===== config.mk =====
export PLATFORM = sky130hd
export DESIGN_NAME = url_percent_decoder_utf8_unit
export DESIGN_NICKNAME = d
export VERILOG_FILES = /design/src/design/updu8_pkg.sv /design/src/design/url_percent_decoder_utf8_unit.sv
export VERILOG_INCLUDE_DIRS = /design/src /design/src/design
export SDC_FILE = /design/constraint.sdc
export NUM_CORES = 1
export LEC_CHECK = 0
export ABC_AREA = 1
export BUFFER_PORTS_ARGS = -buffer_cell sky130_fd_sc_hd__buf_2
export CORE_MARGIN = 2
export CORE_UTILIZATION = 35
export CTS_CLUSTER_SIZE = 30
export DETAILED_ROUTE_END_ITERATION = 7
export PLACE_DENSITY = 0.57
export REMOVE_ABC_BUFFERS = 1
export SYNTH_ARGS = -nofsm -noshare
export SYNTH_HDL_FRONTEND = slang
export SYNTH_SLANG_ARGS = --single-unit
export TNS_END_PERCENT = 1

===== constraint.sdc =====
create_clock -name i_clk -period 4.8 [get_ports i_clk]
set_input_delay 0.96 -clock i_clk [delete_from_list [all_inputs] [get_ports i_clk]]
set_output_delay 0.96 -clock i_clk [all_outputs]
set_load 0.03 [all_outputs]

===== src/design/url_percent_decoder_utf8_unit_macros.svh =====
// Assertion macros shared by the decoder RTL.
`ifndef URL_PERCENT_DECODER_UTF8_UNIT_MACROS_SVH
`define URL_PERCENT_DECODER_UTF8_UNIT_MACROS_SVH

// The consequent must hold in the same cycle as the antecedent.
`define UPDU8_ASSERT_SAME(label, clk, rst_n, ante, cons) \
    label: assert property (@(posedge clk) disable iff (!rst_n) (ante) |-> (cons)) \
        else $error("decoder assertion failed");

// The consequent must hold in the cycle after the antecedent.
`define UPDU8_ASSERT_NEXT(label, clk, rst_n, ante, cons) \
    label: assert property (@(posedge clk) disable iff (!rst_n) (ante) |=> (cons)) \
        else $error("decoder assertion failed");

`endif


===== src/design/updu8_pkg.sv =====
package updu8_pkg;

    localparam logic [15:0] PERCENT_CHAR = 16'h0025;
    localparam logic [15:0] SURR_MIN     = 16'hD800;
    localparam logic [15:0] HIGH_MAX     = 16'hDBFF;
    localparam logic [15:0] LOW_MIN      = 16'hDC00;
    localparam logic [15:0] SURR_MAX     = 16'hDFFF;
    localparam logic [20:0] SUPP_BASE    = 21'h010000;
    localparam logic [20:0] CP_MAX       = 21'h10FFFF;
    localparam logic [20:0] TWO_BYTE_MIN = 21'h000080;
    localparam logic [20:0] THREE_MIN    = 21'h000800;
    localparam logic [5:0]  HIGH_PREFIX  = 6'b110110;
    localparam logic [5:0]  LOW_PREFIX   = 6'b110111;

    typedef enum logic [1:0] {
        PH_NONE = 2'd0,
        PH_HIGH = 2'd1,
        PH_LOW  = 2'd2
    } t_phase;

    typedef struct packed {
        logic [15:0] unit;
        logic        unit_valid;
        logic        end_of_string;
        logic        failed;
    } t_result;

    // Bit 4 set marks a character that is not a hex digit.
    function automatic logic [4:0] hex_digit(input logic [15:0] c);
        logic [4:0] v;
        v = 5'h10;
        if (c >= 16'h0030 && c <= 16'h0039) begin
            v = {1'b0, 4'(c - 16'h0030)};
        end else if (c >= 16'h0041 && c <= 16'h0046) begin
            v = {1'b0, 4'(c - 16'h0037)};
        end else if (c >= 16'h0061 && c <= 16'h0066) begin
            v = {1'b0, 4'(c - 16'h0057)};
        end
        return v;
    endfunction

endpackage


===== src/design/url_percent_decoder_utf8_unit.sv =====
// Channel   | Direction | Payload                                   | Handshake
// s_axis    | in        | tdata[15:0] code_unit, tlast last         | tvalid/tready
// m_axis    | out       | tdata[15:0] unit, tuser valid/failed,     | tvalid/tready
//           |           | tlast end_of_string                       |
// Each input beat is decoded in the cycle it is accepted, and one beat per cycle is taken while tready is high.
// Its zero, one or two results enter a four-entry result queue and leave one per cycle while m_axis is ready.
// An input beat is taken while at most one result waits, so after a beat that yields two
// results the input is held until one of them leaves. Reset is synchronous and active low.
// A stall on the output side backs up into the queue and then into the input.
`include "url_percent_decoder_utf8_unit_macros.svh"
module url_percent_decoder_utf8_unit (
    input  logic        i_clk,
    input  logic        i_rst_n,
    input  logic        i_s_axis_tvalid,
    output logic        o_s_axis_tready,
    input  logic [15:0] i_s_axis_tdata,  // [15:0] code_unit
    input  logic        i_s_axis_tlast,
    output logic        o_m_axis_tvalid,
    input  logic        i_m_axis_tready,
    output logic [15:0] o_m_axis_tdata,  // [15:0] unit
    output logic [1:0]  o_m_axis_tuser,  // [0] unit_valid, [1] failed
    output logic        o_m_axis_tlast
);
    import updu8_pkg::*;

    t_phase      r_phase, n_phase;
    logic [3:0]  r_nib, n_nib;
    logic [1:0]  r_need, n_need;
    logic [20:0] r_part, n_part;
    logic [1:0]  r_cls, n_cls;
    logic [9:0]  r_held, n_held;
    logic        r_hv, n_hv;
    logic        r_err, n_err;

    t_result     r_fifo [0:3];
    logic [1:0]  r_wr, r_rd;
    logic [2:0]  r_count;

    logic        w_acc, w_pop;
    logic [15:0] w_c;
    logic [4:0]  w_hex;
    logic [7:0]  w_byte;
    logic [20:0] w_acc_val;
    logic [20:0] w_cp;
    logic [19:0] w_off;
    logic        w_emit, w_bad, w_fail;
    logic [1:0]  w_n, w_push;
    logic [15:0] w_b0, w_b1;
    t_result     w_e0, w_e1;

    assign w_c             = i_s_axis_tdata;
    assign o_s_axis_tready = (r_count[2:1] == 2'b00);
    assign w_acc           = i_s_axis_tvalid && o_s_axis_tready;
    assign o_m_axis_tvalid = (r_count != 3'd0);
    assign w_pop           = o_m_axis_tvalid && i_m_axis_tready;
    assign o_m_axis_tdata  = r_fifo[r_rd].unit;
    assign o_m_axis_tuser  = {r_fifo[r_rd].failed, r_fifo[r_rd].unit_valid};
    assign o_m_axis_tlast  = r_fifo[r_rd].end_of_string;

    always_comb begin
        n_phase   = r_phase;
        n_nib     = r_nib;
        n_need    = r_need;
        n_part    = r_part;
        n_cls     = r_cls;
        n_held    = r_held;
        n_hv      = r_hv;
        n_err     = r_err;
        w_n       = 2'd0;
        w_b0      = 16'd0;
        w_b1      = 16'd0;
        w_emit    = 1'b0;
        w_bad     = 1'b0;
        w_cp      = 21'd0;
        w_off     = 20'd0;
        w_hex     = hex_digit(w_c);
        w_byte    = {r_nib, w_hex[3:0]};
        w_acc_val = {r_part[14:0], w_byte[5:0]};
        if (!r_err) begin
            if (r_hv) begin
                n_hv   = 1'b0;
                n_held = 10'd0;
                if (w_c >= LOW_MIN && w_c <= SURR_MAX) begin
                    w_b0 = {HIGH_PREFIX, r_held};
                    w_b1 = w_c;
                    w_n  = 2'd2;
                end else begin
                    n_err = 1'b1;
                end
            end else begin
                unique case (r_phase)
                    PH_HIGH: begin
                        if (w_hex[4]) begin
                            n_err = 1'b1;
                        end else begin
                            n_nib   = w_hex[3:0];
                            n_phase = PH_LOW;
                        end
                    end
                    PH_LOW: begin
                        if (w_hex[4]) begin
                            n_err = 1'b1;
                        end else begin
                            n_phase = PH_NONE;
                            n_nib   = 4'd0;
                            if (r_need == 2'd0) begin
                                priority if (!w_byte[7]) begin
                                    w_cp   = {13'd0, w_byte};
                                    w_emit = 1'b1;
                                end else if (w_byte[7:5] == 3'b110) begin
                                    n_need = 2'd1;
                                    n_cls  = 2'd1;
                                    n_part = {16'd0, w_byte[4:0]};
                                end else if (w_byte[7:4] == 4'b1110) begin
                                    n_need = 2'd2;
                                    n_cls  = 2'd2;
                                    n_part = {17'd0, w_byte[3:0]};
                                end else if (w_byte[7:3] == 5'b11110) begin
                                    n_need = 2'd3;
                                    n_cls  = 2'd3;
                                    n_part = {18'd0, w_byte[2:0]};
                                end else begin
                                    n_err = 1'b1;
                                end
                            end else if (w_byte[7:6] != 2'b10) begin
                                n_err = 1'b1;
                            end else begin
                                n_part = w_acc_val;
                                n_need = r_need - 2'd1;
                                if (r_need == 2'd1) begin
                                    unique case (r_cls)
                                        2'd1: w_bad = (w_acc_val < TWO_BYTE_MIN);
                                        2'd2: w_bad = (w_acc_val < THREE_MIN) ||
                                                      (w_acc_val >= {5'd0, SURR_MIN} &&
                                                       w_acc_val <= {5'd0, SURR_MAX});
                                        default: w_bad = (w_acc_val < SUPP_BASE) ||
                                                         (w_acc_val > CP_MAX);
                                    endcase
                                    n_part = 21'd0;
                                    n_cls  = 2'd0;
                                    if (w_bad) begin
                                        n_err = 1'b1;
                                    end else begin
                                        w_cp   = w_acc_val;
                                        w_emit = 1'b1;
                                    end
                                end
                            end
                        end
                    end
                    default: begin
                        n_phase = PH_NONE;
                        if (w_c == PERCENT_CHAR) begin
                            n_phase = PH_HIGH;
                        end else if (r_need != 2'd0) begin
                            n_err = 1'b1;
                        end else if (w_c < SURR_MIN || w_c > SURR_MAX) begin
                            w_b0 = w_c;
                            w_n  = 2'd1;
                        end else if (w_c <= HIGH_MAX) begin
                            n_held = w_c[9:0];
                            n_hv   = 1'b1;
                        end else begin
                            n_err = 1'b1;
                        end
                    end
                endcase
            end
        end
        if (w_emit) begin
            if (w_cp[20:16] == 5'd0) begin
                w_b0 = w_cp[15:0];
                w_n  = 2'd1;
            end else begin
                w_off = 20'(w_cp - SUPP_BASE);
                w_b0  = {HIGH_PREFIX, w_off[19:10]};
                w_b1  = {LOW_PREFIX, w_off[9:0]};
                w_n   = 2'd2;
            end
        end
        if (n_err) begin
            w_n = 2'd0;
        end
        w_fail = n_err || (n_phase == PH_HIGH) || (n_phase == PH_LOW) || n_hv ||
                 (n_need != 2'd0);
        w_e0 = '{unit: w_b0, unit_valid: 1'b1, end_of_string: 1'b0, failed: 1'b0};
        w_e1 = '{unit: w_b1, unit_valid: 1'b1, end_of_string: 1'b0, failed: 1'b0};
        w_push = w_n;
        if (i_s_axis_tlast) begin
            if (w_fail || w_n == 2'd0) begin
                w_e0   = '{unit: 16'd0, unit_valid: 1'b0, end_of_string: 1'b1,
                           failed: w_fail};
                w_push = 2'd1;
            end else begin
                w_e0.end_of_string = (w_n == 2'd1);
                w_e1.end_of_string = 1'b1;
            end
        end
    end

    always_ff @(posedge i_clk) begin
        if (!i_rst_n) begin
            r_phase <= PH_NONE;
            r_nib   <= 4'd0;
            r_need  <= 2'd0;
            r_part  <= 21'd0;
            r_cls   <= 2'd0;
            r_held  <= 10'd0;
            r_hv    <= 1'b0;
            r_err   <= 1'b0;
        end else if (w_acc) begin
            if (i_s_axis_tlast) begin
                r_phase <= PH_NONE;
                r_nib   <= 4'd0;
                r_need  <= 2'd0;
                r_part  <= 21'd0;
                r_cls   <= 2'd0;
                r_held  <= 10'd0;
                r_hv    <= 1'b0;
                r_err   <= 1'b0;
            end else begin
                r_phase <= n_phase;
                r_nib   <= n_nib;
                r_need  <= n_need;
                r_part  <= n_part;
                r_cls   <= n_cls;
                r_held  <= n_held;
                r_hv    <= n_hv;
                r_err   <= n_err;
            end
        end
    end

    always_ff @(posedge i_clk) begin
        if (!i_rst_n) begin
            r_wr    <= 2'd0;
            r_rd    <= 2'd0;
            r_count <= 3'd0;
        end else begin
            if (w_acc) begin
                r_wr <= r_wr + w_push;
            end
            if (w_pop) begin
                r_rd <= r_rd + 2'd1;
            end
            r_count <= r_count + (w_acc ? {1'b0, w_push} : 3'd0) - {2'd0, w_pop};
        end
    end

    always_ff @(posedge i_clk) begin
        if (w_acc && w_push != 2'd0) begin
            r_fifo[r_wr] <= w_e0;
        end
        if (w_acc && w_push == 2'd2) begin
            r_fifo[r_wr + 2'd1] <= w_e1;
        end
    end

    `UPDU8_ASSERT_SAME(a_count_bound, i_clk, i_rst_n, 1'b1, r_count <= 3'd3)
    `UPDU8_ASSERT_NEXT(a_last_clears, i_clk, i_rst_n, w_acc && i_s_axis_tlast,
        r_phase == PH_NONE && !r_hv && !r_err && r_need == 2'd0)
    `UPDU8_ASSERT_NEXT(a_err_sticky, i_clk, i_rst_n, r_err && !(w_acc && i_s_axis_tlast),
        r_err)
    `UPDU8_ASSERT_SAME(a_ptr_count, i_clk, i_rst_n, 1'b1,
        r_count[1:0] == 2'(r_wr - r_rd) && (r_count != 3'd4))

endmodule

# After elaboration in Yosys (flattened, before gate mapping)
# Memories as Yosys holds them, arrays and structs flattened. A register that Yosys moved wholly into a read port is not among the register bits.
# Cells that the tools add are included.
# classes
n_addsub	10
mul	0
n_div	0
n_lt_le_gt_ge	17
n_eq_ne	26
n_shift	0
mux	151
bitwise_logic	0
reduce_logical	34
# op_table
operator	count
16-bit 2-to-1 mux	14
15-bit 2-to-1 mux	12
21-bit 2-to-1 mux	8
10-bit 2-to-1 mux	8
2-bit 2-to-1 mux	39
1-bit 2-to-1 mux	55
16-bit by 7-bit >= comparator with 1-bit output (second input constant)	2
16-bit less-or-equal comparator (second input constant)	2
16-bit by 7-bit less-or-equal comparator with 1-bit output (second input constant)	2
21-bit by 16-bit >= comparator with 1-bit output (second input constant)	1
21-bit > comparator (second input constant)	1
21-bit by 16-bit less-or-equal comparator with 1-bit output (second input constant)	1
21-bit by 12-bit < comparator with 1-bit output (second input constant)	1
21-bit by 17-bit < comparator with 1-bit output (second input constant)	1
21-bit by 8-bit < comparator with 1-bit output (second input constant)	1
3-bit != test (second input constant)	7
4-bit 2-to-1 mux	5
20-bit by 17-bit subtractor with 20-bit output (second input constant)	1
19-bit 2-to-1 mux	1
17-bit 2-to-1 mux	1
16-bit by 6-bit == test with 1-bit output (second input constant)	1
16-bit >= comparator (second input constant)	1
16-bit by 6-bit >= comparator with 1-bit output (second input constant)	1
16-bit > comparator (second input constant)	1
other kinds (33)	71
# totals
regBits	44
latchBits	0
ram_bits	76
romBits	0
inputBits	21
memories	1
# memory_table
name	words	word_bits	read_ports	rd_ports_with_merged_regs	write_ports	line_no	text
r_fifo	4	19	1	1	2	url_percent_decoder_utf8_unit.sv:35	t_result r_fifo [0:3];

# Logic depth before layout (Yosys ltp)
# Gate-level depths: netlist of run 1.
# logic_depth
depth_word	36
depth_mapped	31
ltp_nobuf	30

# Worst setup path after synthesis of run 1
# Ideal clock, no wire load.
# synth_path
kind	input -> register
startpoint	in i_s_axis_tdata[1]
endpoint	reg r_count[2]
arrival_time_ns	4.406
required_time_ns	4.672
slack_ns	0.267
stages	27
path_cell_list	inv_1 -> ha_1 -> o21ai_0 -> a21oi_1 -> nand2_1 -> nand3_4 -> nand2_4 -> nor3_4 -> buf_6 -> nand2_1 -> ha_1 -> a21boi_1 -> nand3_1 -> nand2_1 -> o211ai_2 -> buf_2 -> inv_1 -> o21ai_1 -> nand2_1 -> ha_1 -> inv_1 -> ha_1 -> inv_1 -> fa_1 -> xor2_1 -> inv_1 -> nor2_1
# synth_between
elab_chain_len	35
word_cells_on_any_way	122
cone_classes	add/sub: 5; order compare: 17; eq/ne: 4; mux: 80; reduce/logical: 16
# synth_rtl
item	line_no	text
start: declaration	url_percent_decoder_utf8_unit.sv:16	input logic [15:0] i_s_axis_tdata,
16-bit by 7-bit >= comparator with 1-bit output / 16-bit by 7-bit less-or-equal comparator with 1-bit output (equally long branches)	updu8_pkg.sv:36	end else if (c >= 16'h0061 && c <= 16'h0066) begin
1-bit logical AND	updu8_pkg.sv:36	
5-bit 2-to-1 mux	updu8_pkg.sv:36	
5-bit 2-to-1 mux	updu8_pkg.sv:34	end else if (c >= 16'h0041 && c <= 16'h0046) begin
5-bit 2-to-1 mux	updu8_pkg.sv:32	if (c >= 16'h0030 && c <= 16'h0039) begin
21-bit by 16-bit >= comparator with 1-bit output / 21-bit by 16-bit less-or-equal comparator with 1-bit output (equally long branches)	url_percent_decoder_utf8_unit.sv:134, url_percent_decoder_utf8_unit.sv:135	
1-bit logical AND	url_percent_decoder_utf8_unit.sv:134	(w_acc_val >= {5'd0, SURR_MIN} &&
1-bit logical OR	url_percent_decoder_utf8_unit.sv:133	2'd2: w_bad = (w_acc_val < THREE_MIN) ||
[19 not listed]	n/a	
2-bit 2-to-1 mux	url_percent_decoder_utf8_unit.sv:181	if (n_err) begin
2-bit logical NOT	url_percent_decoder_utf8_unit.sv:190	if (w_fail || w_n == 2'd0) begin
1-bit logical OR	url_percent_decoder_utf8_unit.sv:190	
2-bit 2-to-1 mux	url_percent_decoder_utf8_unit.sv:190	
2-bit 2-to-1 mux *	url_percent_decoder_utf8_unit.sv:189	if (i_s_axis_tlast) begin
2-bit 2-to-1 mux *	url_percent_decoder_utf8_unit.sv:246	r_count <= r_count + (w_acc ? {1'b0, w_push} : 3'd0) - {2'd0, w_pop};
3-bit by 2-bit adder with 3-bit output *	url_percent_decoder_utf8_unit.sv:246	
3-bit by 1-bit subtractor with 3-bit output *	url_percent_decoder_utf8_unit.sv:246	
end signal: assignment	url_percent_decoder_utf8_unit.sv:246	
end: declaration	url_percent_decoder_utf8_unit.sv:37	logic [2:0] r_count;
# Mark *: on every way between the ends. The rest lies on a longest branch, timed or not. The select of a mux whose other input is x is not followed.
# A chain may end at the register's enable or synchronous reset.

# Worst setup path after layout of run 1
# Ends and elaborated chain as after synthesis.

==> results.json, run 1 <==
{
  "status": "finished clean",
  "crit_type": "input port to register",
  "synth_enable_flop_cells": 68,
  "ctsHoldBuffers": 0,
  "nets": 1110,
  "whs_ps": 472,
  "synthFlopType": "edfxtp_1",
  "clock_path_buffers": 2,
  "period_needed_ps": 4330,
  "ir_drop_uv": 256,
  "worst_setup_path_start_kind": "input port",
  "numCtsBuffers": 17,
  "r2r-end": "r_count[2]",
  "dpl_cell_area_um2": 8090,
  "cap_violations": 0,
  "cts.clk_slew.worst_paths_ps": 50,
  "min-delay-start": "r_held[8]",
  "required_ps": 5060,
  "power.static_leakage_nw": 3.74,
  "cp_data_arrival_time_ps": 4600,
  "dieArea_um2": 22700,
  "final_area_um2": 8670,
  "r2r_start": "r_nib[3]",
  "overflow": 0,
  "syn_area_um2": 7530,
  "root_buffer": "clkbuf_16",
  "layout_commonest_cell": "nand2_1",
  "synth_cells": 1026,
  "hp-class": "register to register",
  "max_stage_delay_ps": 370,
  "fill_cells": 2230,
  "cts_resized": 0,
  "yosys_warnings": 0,
  "hold_viol": 0,
  "io_pins": 42,
  "totalWireLength_mm": 23.8,
  "async_reset_ff_frac": 0,
  "area_delta_synth_final_pct": 15.1,
  "cp-end-kind": "register",
  "mostFrequentLayoutCells": "nand2_1, nor2_1, inv_1",
  "fin_crit_sh": 0.903,
  "routed-wl-met3_mm": 1.27,
  "top_layer": "met4",
  "viasPerCell": 5.33,
  "grt_pass1_vias": 6695,
  "drive_gt1_frac": 0.132,
  "fmax_ghz": 0.231,
  "worst_pin_slew_ps": 1070,
  "rows": 53,
  "track_usage": 0.216,
  "grt_pass1_wl_mm": 37.4,
  "grt_max_degree": 38,
  "tns_ps": 0,
  "clock_latency_ps": 420,
  "wl_per_cell_um": 17.5,
  "dieWidth_um": 151,
  "cts_tree": "done",
  "antenna_cells": 0,
  "wl_met1_mm": 10.9,
  "reg2reg_slack_ps": 960,
  "report.final.setup_viol": 0,
  "cts_sinks": 122,
  "ys_seq_area_frac": 0.415,
  "place_congestion": 0.955,
  "slew_headroom": 0.285,
  "initial_core_util": 0.357,
  "drt-initial-drc-count": 609,
  "route.met2.wl_mm": 11.2,
  "ys_types": 51,
  "place_ws_ps": 98.0,
  "hpwl_mm": 17.3,
  "ys_ff_latch": 122,
  "cp_slowest_cell": "fa_1",
  "critical_path.most_common_cell": "inv_1",
  "startpoint": "i_s_axis_tdata[1]",
  "critPathCapture": "r_count[2]",
  "drv_slew": 0,
  "antenna_found_initial": 0,
  "postRouteAntennaNets": 0,
  "port_buffers": 41,
  "fin_ws_ps": 466,
  "vias": 7243,
  "rr_worst_depth": 23,
  "fp.dieH_um": 151,
  "powerDensity_nw_per_um2": 423,
  "cts_htree_levels": 4,
  "first_pass_iters": 5,
  "finalCoreUtilization": 0.411,
  "finalClockSkew_ps": 8.05,
  "coreArea_um2": 21100,
  "rsz0062_at_grt": "no",
  "path_max_fanout": 6,
  "synth_area_per_cell_um2": 7.34,
  "drc": 0,
  "postCtsSetupBuffers": 0
}
==> registers in the layout (all words and copies together), names as in the netlist, named ones only <==
register,count
r_fifo,76
r_wr,2
r_need,2
r_part,15
r_count,3
r_held,10
r_err,1
r_phase,2
r_rd,2
r_nib,4
r_hv,1
r_cls,2
==> layout make-up <==
| class | count | area (µm²) | area share |
|---|---|---|---|
| multi-input cells | 740 | 3690 | 0.425 |
| flip-flops and latches | 122 | 3120 | 0.360 |
| repair buffers | 73 | 470 | 0.0543 |
| inverters | 119 | 467 | 0.0538 |
| clock buffers | 18 | 429 | 0.0495 |
| well taps | 275 | 344 | 0.0397 |
| clock inverters | 12 | 151 | 0.0175 |
==> metrics by stage <==
step | cells | power, mW
floorplan | 981 | 2.03
global placement | 1329 | 2.39
detailed placement | 1329 | 2.40
CTS | 1359 | 3.68
global route | 1359 | 3.83
finish | 1359 | 3.66
==> kinds of logic after synthesis <==
logic type / share of synthesized area
buf+inv: 0.0959
simple gates: 0.279
flops: 0.415
fa+ha+maj: 0.0276
xor+xnor: 0.00349
compound gates: 0.179
==> routing by layer <==
metal	vias to the layer above	track usage
met1	3406	0.288
met4	0	0.0565
met2	234	0.358
met3	37	0.0403
li1	3566	-
met5	-	0
==> cell usage after synthesis (6+ instances only) <==
| master | number | area [µm²] |
|---|---|---|
| nor2_2 | 6 | 37.5 |
| inv_2 | 8 | 30.0 |
| nor2_1 | 122 | 458 |
| o21ai_0 | 76 | 380 |
| inv_1 | 103 | 387 |
| nand3_1 | 87 | 435 |
| edfxtp_1 | 68 | 2040 |
| nand3_2 | 9 | 90.1 |
| a21oi_1 | 69 | 345 |
| clkbuf_1 | 22 | 82.6 |
| buf_2 | 9 | 45.0 |
| o21ai_1 | 22 | 110 |
| dfxtp_1 | 54 | 1080 |
| a22oi_1 | 8 | 60.1 |
| nand4_1 | 6 | 37.5 |
| o22ai_1 | 26 | 163 |
| nand2_1 | 230 | 863 |
| ha_1 | 15 | 188 |
| a211oi_1 | 17 | 128 |
| buf_6 | 8 | 90.1 |
| nor3_1 | 8 | 40.0 |
==> worst max-delay path, delay by kind of cell <==
kind	cells	cell delay, ps
fa+ha+maj	5	1160
simple gates	9	1060
compound gates	5	770
buf+inv	6	470
xor+xnor	1	170
==> worst min path at each step <==
stage | cells after the start | slack (ps) | end
3_5_place_dp | 2 | 460 | r_fifo[3][2]
3_3_place_gp | 2 | 450 | register
5_1_grt | 2 | 490 | r_rd[1]
6_report | 2 | 470 | r_held[8]
4_1_cts | 2 | 470 | r_held[8]
2_1_floorplan | 2 | 430 | r_held[7]
==> power by group <==
group	switching, mW	leakage [nW]	internal (mW)
registers	0.0661	1.06	1.26
clock network	0.477	0.273	0.807
logic	0.745	2.41	0.307
Note: power is estimated with default switching activity, not from simulation.
==> run 2: changes to the inputs <==
Settings changed: GPL_TIMING_DRIVEN set to 0.
==> results.json, run 2 (synthesized netlist as in run 1, its figures left out) <==
{
  "postRouteAntennaNets": 0,
  "drv_slew": 0,
  "layout_commonest_cell": "nand2_1",
  "startpoint": "i_s_axis_tdata[1]",
  "path_max_fanout": 11,
  "p_total_mw": 3.71,
  "place_congestion": 0.969,
  "place_ws_ps": -959,
  "crit_type": "input port to register",
  "sequentialPowerShare": 0.363,
  "cp_data_arrival_time_ps": 4880,
  "rsz0062_at_grt": "yes",
  "initial_core_util": 0.357,
  "clock_path_buffers": 2,
  "cts_sinks": 122,
  "hold_end": "r_held[8]",
  "grt.busiest_layer": "met2",
  "fin_crit_sh": 0.959,
  "rows": 53,
  "grt_pass1_wl_mm": 35.8,
  "hp-class": "register to register",
  "r2r-end": "r_count[2]",
  "numCtsBuffers": 17,
  "top_register": "r_fifo",
  "largest_reg_flops": 76,
  "dieArea_um2": 22700,
  "cts.clk_slew.worst_paths_ps": 50,
  "area_delta_synth_final_pct": 13.8,
  "largestRegisters": "r_fifo x76, r_part x15, r_held x10",
  "viasPerCell": 5.32,
  "ctsHoldBuffers": 0,
  "grt_use_met1": 0.284,
  "met2_usage": 0.326,
  "slew_headroom": 0.210,
  "min_path_cells": 2,
  "status": "finished clean",
  "clock_latency_ps": 440,
  "drc": 0,
  "grt_use_met3": 0.0452,
  "worst_pin_slew_ps": 1180,
  "cap_violations": 0,
  "mostFrequentLayoutCells": "nand2_1, nor2_1, inv_1",
  "drive_gt1_frac": 0.118,
  "fp.dieH_um": 151,
  "io_pins": 42,
  "nets": 1084,
  "ir_drop_uv": 230,
  "root_buffer": "clkbuf_16",
  "drt-initial-drc-count": 644,
  "dieWidth_um": 151,
  "p_clk_frac": 0.367,
  "first_pass_iters": 5,
  "hold_viol": 0,
  "track_usage": 0.207,
  "reg2reg_slack_ps": 350,
  "cp-end-kind": "register",
  "dpl_cell_area_um2": 7830,
  "powerDensity_nw_per_um2": 433,
  "report.final.setup_viol": 0,
  "fin_ws_ps": 196,
  "grt_max_degree": 40,
  "power_frac_comb": 0.270,
  "vias": 7102,
  "final_area_um2": 8570,
  "hpwl_mm": 16.2,
  "worst_setup_path_start_kind": "input port",
  "rr_worst_depth": 21,
  "p_switching_mw": 1.30,
  "coreArea_um2": 21100,
  "power.static_leakage_nw": 3.65,
  "cts_htree_levels": 4,
  "port_buffers": 41,
  "overflow": 0,
  "finalClockSkew_ps": 20.2,
  "required_ps": 5070,
  "period_needed_ps": 4600,
  "fmax_ghz": 0.217,
  "switching_share": 0.351,
  "grt_pass1_vias": 6387,
  "antenna_found_initial": 0,
  "wl_per_cell_um": 17.3,
  "min-delay-start": "r_held[8]",
  "intPower_mw": 2.40,
  "r2r_start": "r_need[0]",
  "totalWireLength_mm": 23.0,
  "cts_tree": "done",
  "antenna_cells": 0
}
-- run 2: cell count changes in the layout (fill, tap and decap cells not counted), sizes merged --
cell and change:
inv +4, clkinvlp -3, clkbuf +2, clkinv -1, buf -26
-- run 2: through the flow --
step,setup TNS (ps),util,hold WS [ps],std cells
6_report,0,0.406,470,1335
5_1_grt,-3500,0.406,487,1335
4_1_cts,0,0.403,469,1332
3_5_place_dp,-64390,0.371,451,1297
3_3_place_gp,-62990,0.371,450,1297
2_1_floorplan,0,-,429,981
-- run 2: cell type report --
cell class                      count  area (µm²)
Clock inverter                     12         159
Multi-Input combinational cell    740        3750
Inverter                          119         467
Tap cell                          275         344
Timing Repair Buffer               47         270
Fill cell                        2235       12500
Clock buffer                       20         458
Sequential cell                   122        3120
-- run 2: critical path, cell delays in order --
cell	delay, ps
buf_2	140
inv_1	170
ha_1	230
o21ai_0	80
a21oi_1	130
nand2_1	160
nand3_4	170
nand2_4	100
nor3_4	240
nand2_1	90
ha_1	220
a21boi_1	150
nand2_2	230
nand2_1	220
o21ai_2	290
nand2_2	110
inv_4	100
nand2_1	70
ha_1	320
fa_1	430
xor2_1	170
inv_1	60
nor2_1	30
-- run 2: worst max path at each step --
stage / end / slack [ps] / depth (start not counted)
after floorplan: r_count[2] / 130 / 25
after global placement: r_fifo[0][6] / -940 / 20
after detailed placement: r_fifo[0][6] / -960 / 19
after CTS: r_count[2] / 50 / 26
after global routing: r_fifo[0][6] / -100 / 19
final: r_count[2] / 200 / 23
-- run 2: metal layers --
metal,wire length (µm),up-vias
met5,0,-
met4,483,0
met3,1500,34
met2,10700,225
met1,10400,3325
li1,-,3518
-- run 2: power groups by stage --
stage,clock (mW),sequential (mW),combinational [mW]
2_1_floorplan,0,1.35,0.681
3_3_place_gp,0,1.38,0.949
3_5_place_dp,0,1.39,0.956
4_1_cts,1.37,1.36,0.965
5_1_grt,1.43,1.36,1.10
6_report,1.36,1.34,1.00
-- run 2: repair_timing --
action                                  in CTS  in global routing
pin swaps                                    1                  1
resized for setup                            6                  6
buffers inserted                             3                  2
endpoints found under the setup margin      70                 70
==> run 3: changes to the inputs <==
Settings changed: REMOVE_ABC_BUFFERS 1 to not set.
==> results.json, run 3 (synthesized netlist as in run 1, its figures left out) <==
{
  "status": "finished clean",
  "startpoint": "i_s_axis_tdata[1]",
  "place_congestion": 0.958,
  "hp-class": "register to register",
  "max_stage_delay_ps": 360,
  "fin_ws_ps": 274,
  "power_frac_comb": 0.285,
  "min_path_cells": 1,
  "crit_type": "input port to register",
  "fmax_ghz": 0.221,
  "powerDensity_nw_per_um2": 418,
  "first_pass_iters": 5,
  "clock_latency_ps": 430,
  "initial_core_util": 0.357,
  "power.static_leakage_nw": 3.73,
  "report.final.setup_viol": 0,
  "totalWireLength_mm": 23.7,
  "largestRegisters": "r_fifo x76, r_part x15, r_held x10",
  "slew_headroom": 0.447,
  "switching_share": 0.369,
  "numCtsBuffers": 17,
  "finalClockSkew_ps": 10.4,
  "worst_setup_path_start_kind": "input port",
  "root_buffer": "clkbuf_16",
  "nets": 1128,
  "track_usage": 0.216,
  "mostFrequentLayoutCells": "nand2_1, nor2_1, inv_1",
  "coreArea_um2": 21100,
  "fin_crit_sh": 0.943,
  "fp.dieH_um": 151,
  "p_switching_mw": 1.35,
  "hold_viol": 0,
  "grt_max_degree": 18,
  "vias": 7266,
  "clock_path_buffers": 2,
  "hpwl_mm": 17.6,
  "top_register": "r_fifo",
  "rsz0062_at_grt": "no",
  "dieArea_um2": 22700,
  "fill_cells": 2206,
  "drt-initial-drc-count": 646,
  "cts_htree_levels": 4,
  "viasPerCell": 5.27,
  "wl_per_cell_um": 17.2,
  "overflow": 0,
  "worst_pin_slew_ps": 828,
  "place_ws_ps": -459,
  "intPower_mw": 2.30,
  "antenna_found_initial": 0,
  "drv_slew": 0,
  "cp_data_arrival_time_ps": 4810,
  "required_ps": 5080,
  "cap_violations": 0,
  "area_delta_synth_final_pct": 15.8,
  "postRouteAntennaNets": 0,
  "cts.clk_slew.worst_paths_ps": 60,
  "cp_slowest_cell": "fa_1",
  "grt_pass1_wl_mm": 37.3,
  "cts_sinks": 122,
  "ctsHoldBuffers": 0,
  "port_buffers": 40,
  "dieWidth_um": 151,
  "cts_tree": "done",
  "largest_reg_flops": 76,
  "path_max_fanout": 7,
  "cp-end-kind": "register",
  "period_needed_ps": 4530,
  "critPathCapture": "r_count[2]",
  "sequentialPowerShare": 0.365,
  "layout_commonest_cell": "nand2_1",
  "antenna_cells": 0,
  "r2r-end": "r_count[2]",
  "ir_drop_uv": 245,
  "drc": 0,
  "rows": 53,
  "drive_gt1_frac": 0.132,
  "r2r_start": "r_need[0]",
  "p_clk_frac": 0.351,
  "p_total_mw": 3.64,
  "synth_nets": 1063,
  "rr_worst_depth": 23,
  "io_pins": 42,
  "grt_pass1_vias": 6664,
  "reg2reg_slack_ps": 520
}
-- run 3: repair_timing --
action | in CTS | in global routing
gates resized for setup | 1 | 7
pin swaps | 0 | 5
setup endpoints to repair | 1 | 70
buffers inserted | 0 | 6
-- run 3: final cells by class --
class	count	area (µm²)	share of cell area
plain buffers	45	262	0.0300
clock buffers	19	443	0.0508
clock inverters	13	136	0.0156
repair buffers	46	248	0.0284
flip-flops and latches	122	3120	0.358
multi-input cells	740	3690	0.424
inverters	119	467	0.0535
well taps	275	344	0.0395
-- run 3: power groups by stage --
| stage | Combinational, mW | Sequential (mW) | Clock [mW] |
|---|---|---|---|
| after global placement | 1.03 | 1.35 | 0 |
| after global routing | 1.17 | 1.34 | 1.33 |
| after CTS | 1.04 | 1.33 | 1.28 |
| after floorplan | 0.736 | 1.33 | 0 |
| final | 1.04 | 1.33 | 1.28 |
| after detailed placement | 1.04 | 1.35 | 0 |
-- run 3: per-layer routing --
layer  vias to the layer above  share of wire  track usage
met1                      3357           0.46        0.305
met4                         0          0.017       0.0650
met5                         -              0            0
met3                        32          0.068       0.0430
li1                       3607              -            -
met2                       270           0.46        0.336
-- run 3: critical path: cells and delay by family --
kind                       cells  cell delay [ps]
and+or+nand+nor               13             1220
adders and majority gates      5             1170
buffers and inverters          8              740
AOI/OAI and AO/OA              3              530
xor gates and xnor gates       1              170
-- run 3: worst min-delay path by stage --
stage,startpoint,to,slack (ps)
floorplan,r_held[7],r_held[7],430
global placement,r_fifo[2][2],r_fifo[2][2],450
detailed placement,r_fifo[2][2],r_fifo[2][2],460
CTS,r_rd[0],r_rd[0],470
global route,r_rd[0],r_rd[0],490
finish,r_rd[0],r_rd[0],470
-- run 3: stage by stage --
step	cells	setup TNS, ps	util	instance area (µm²)	hold slack [ps]
after detailed placement	1341	-15700	0.383	8080	457
after floorplan	1026	0	-	7530	430
final	1379	0	0.413	8720	472
after CTS	1373	0	0.411	8660	472
after global placement	1341	-14380	0.383	8080	452
after global routing	1379	0	0.413	8720	493
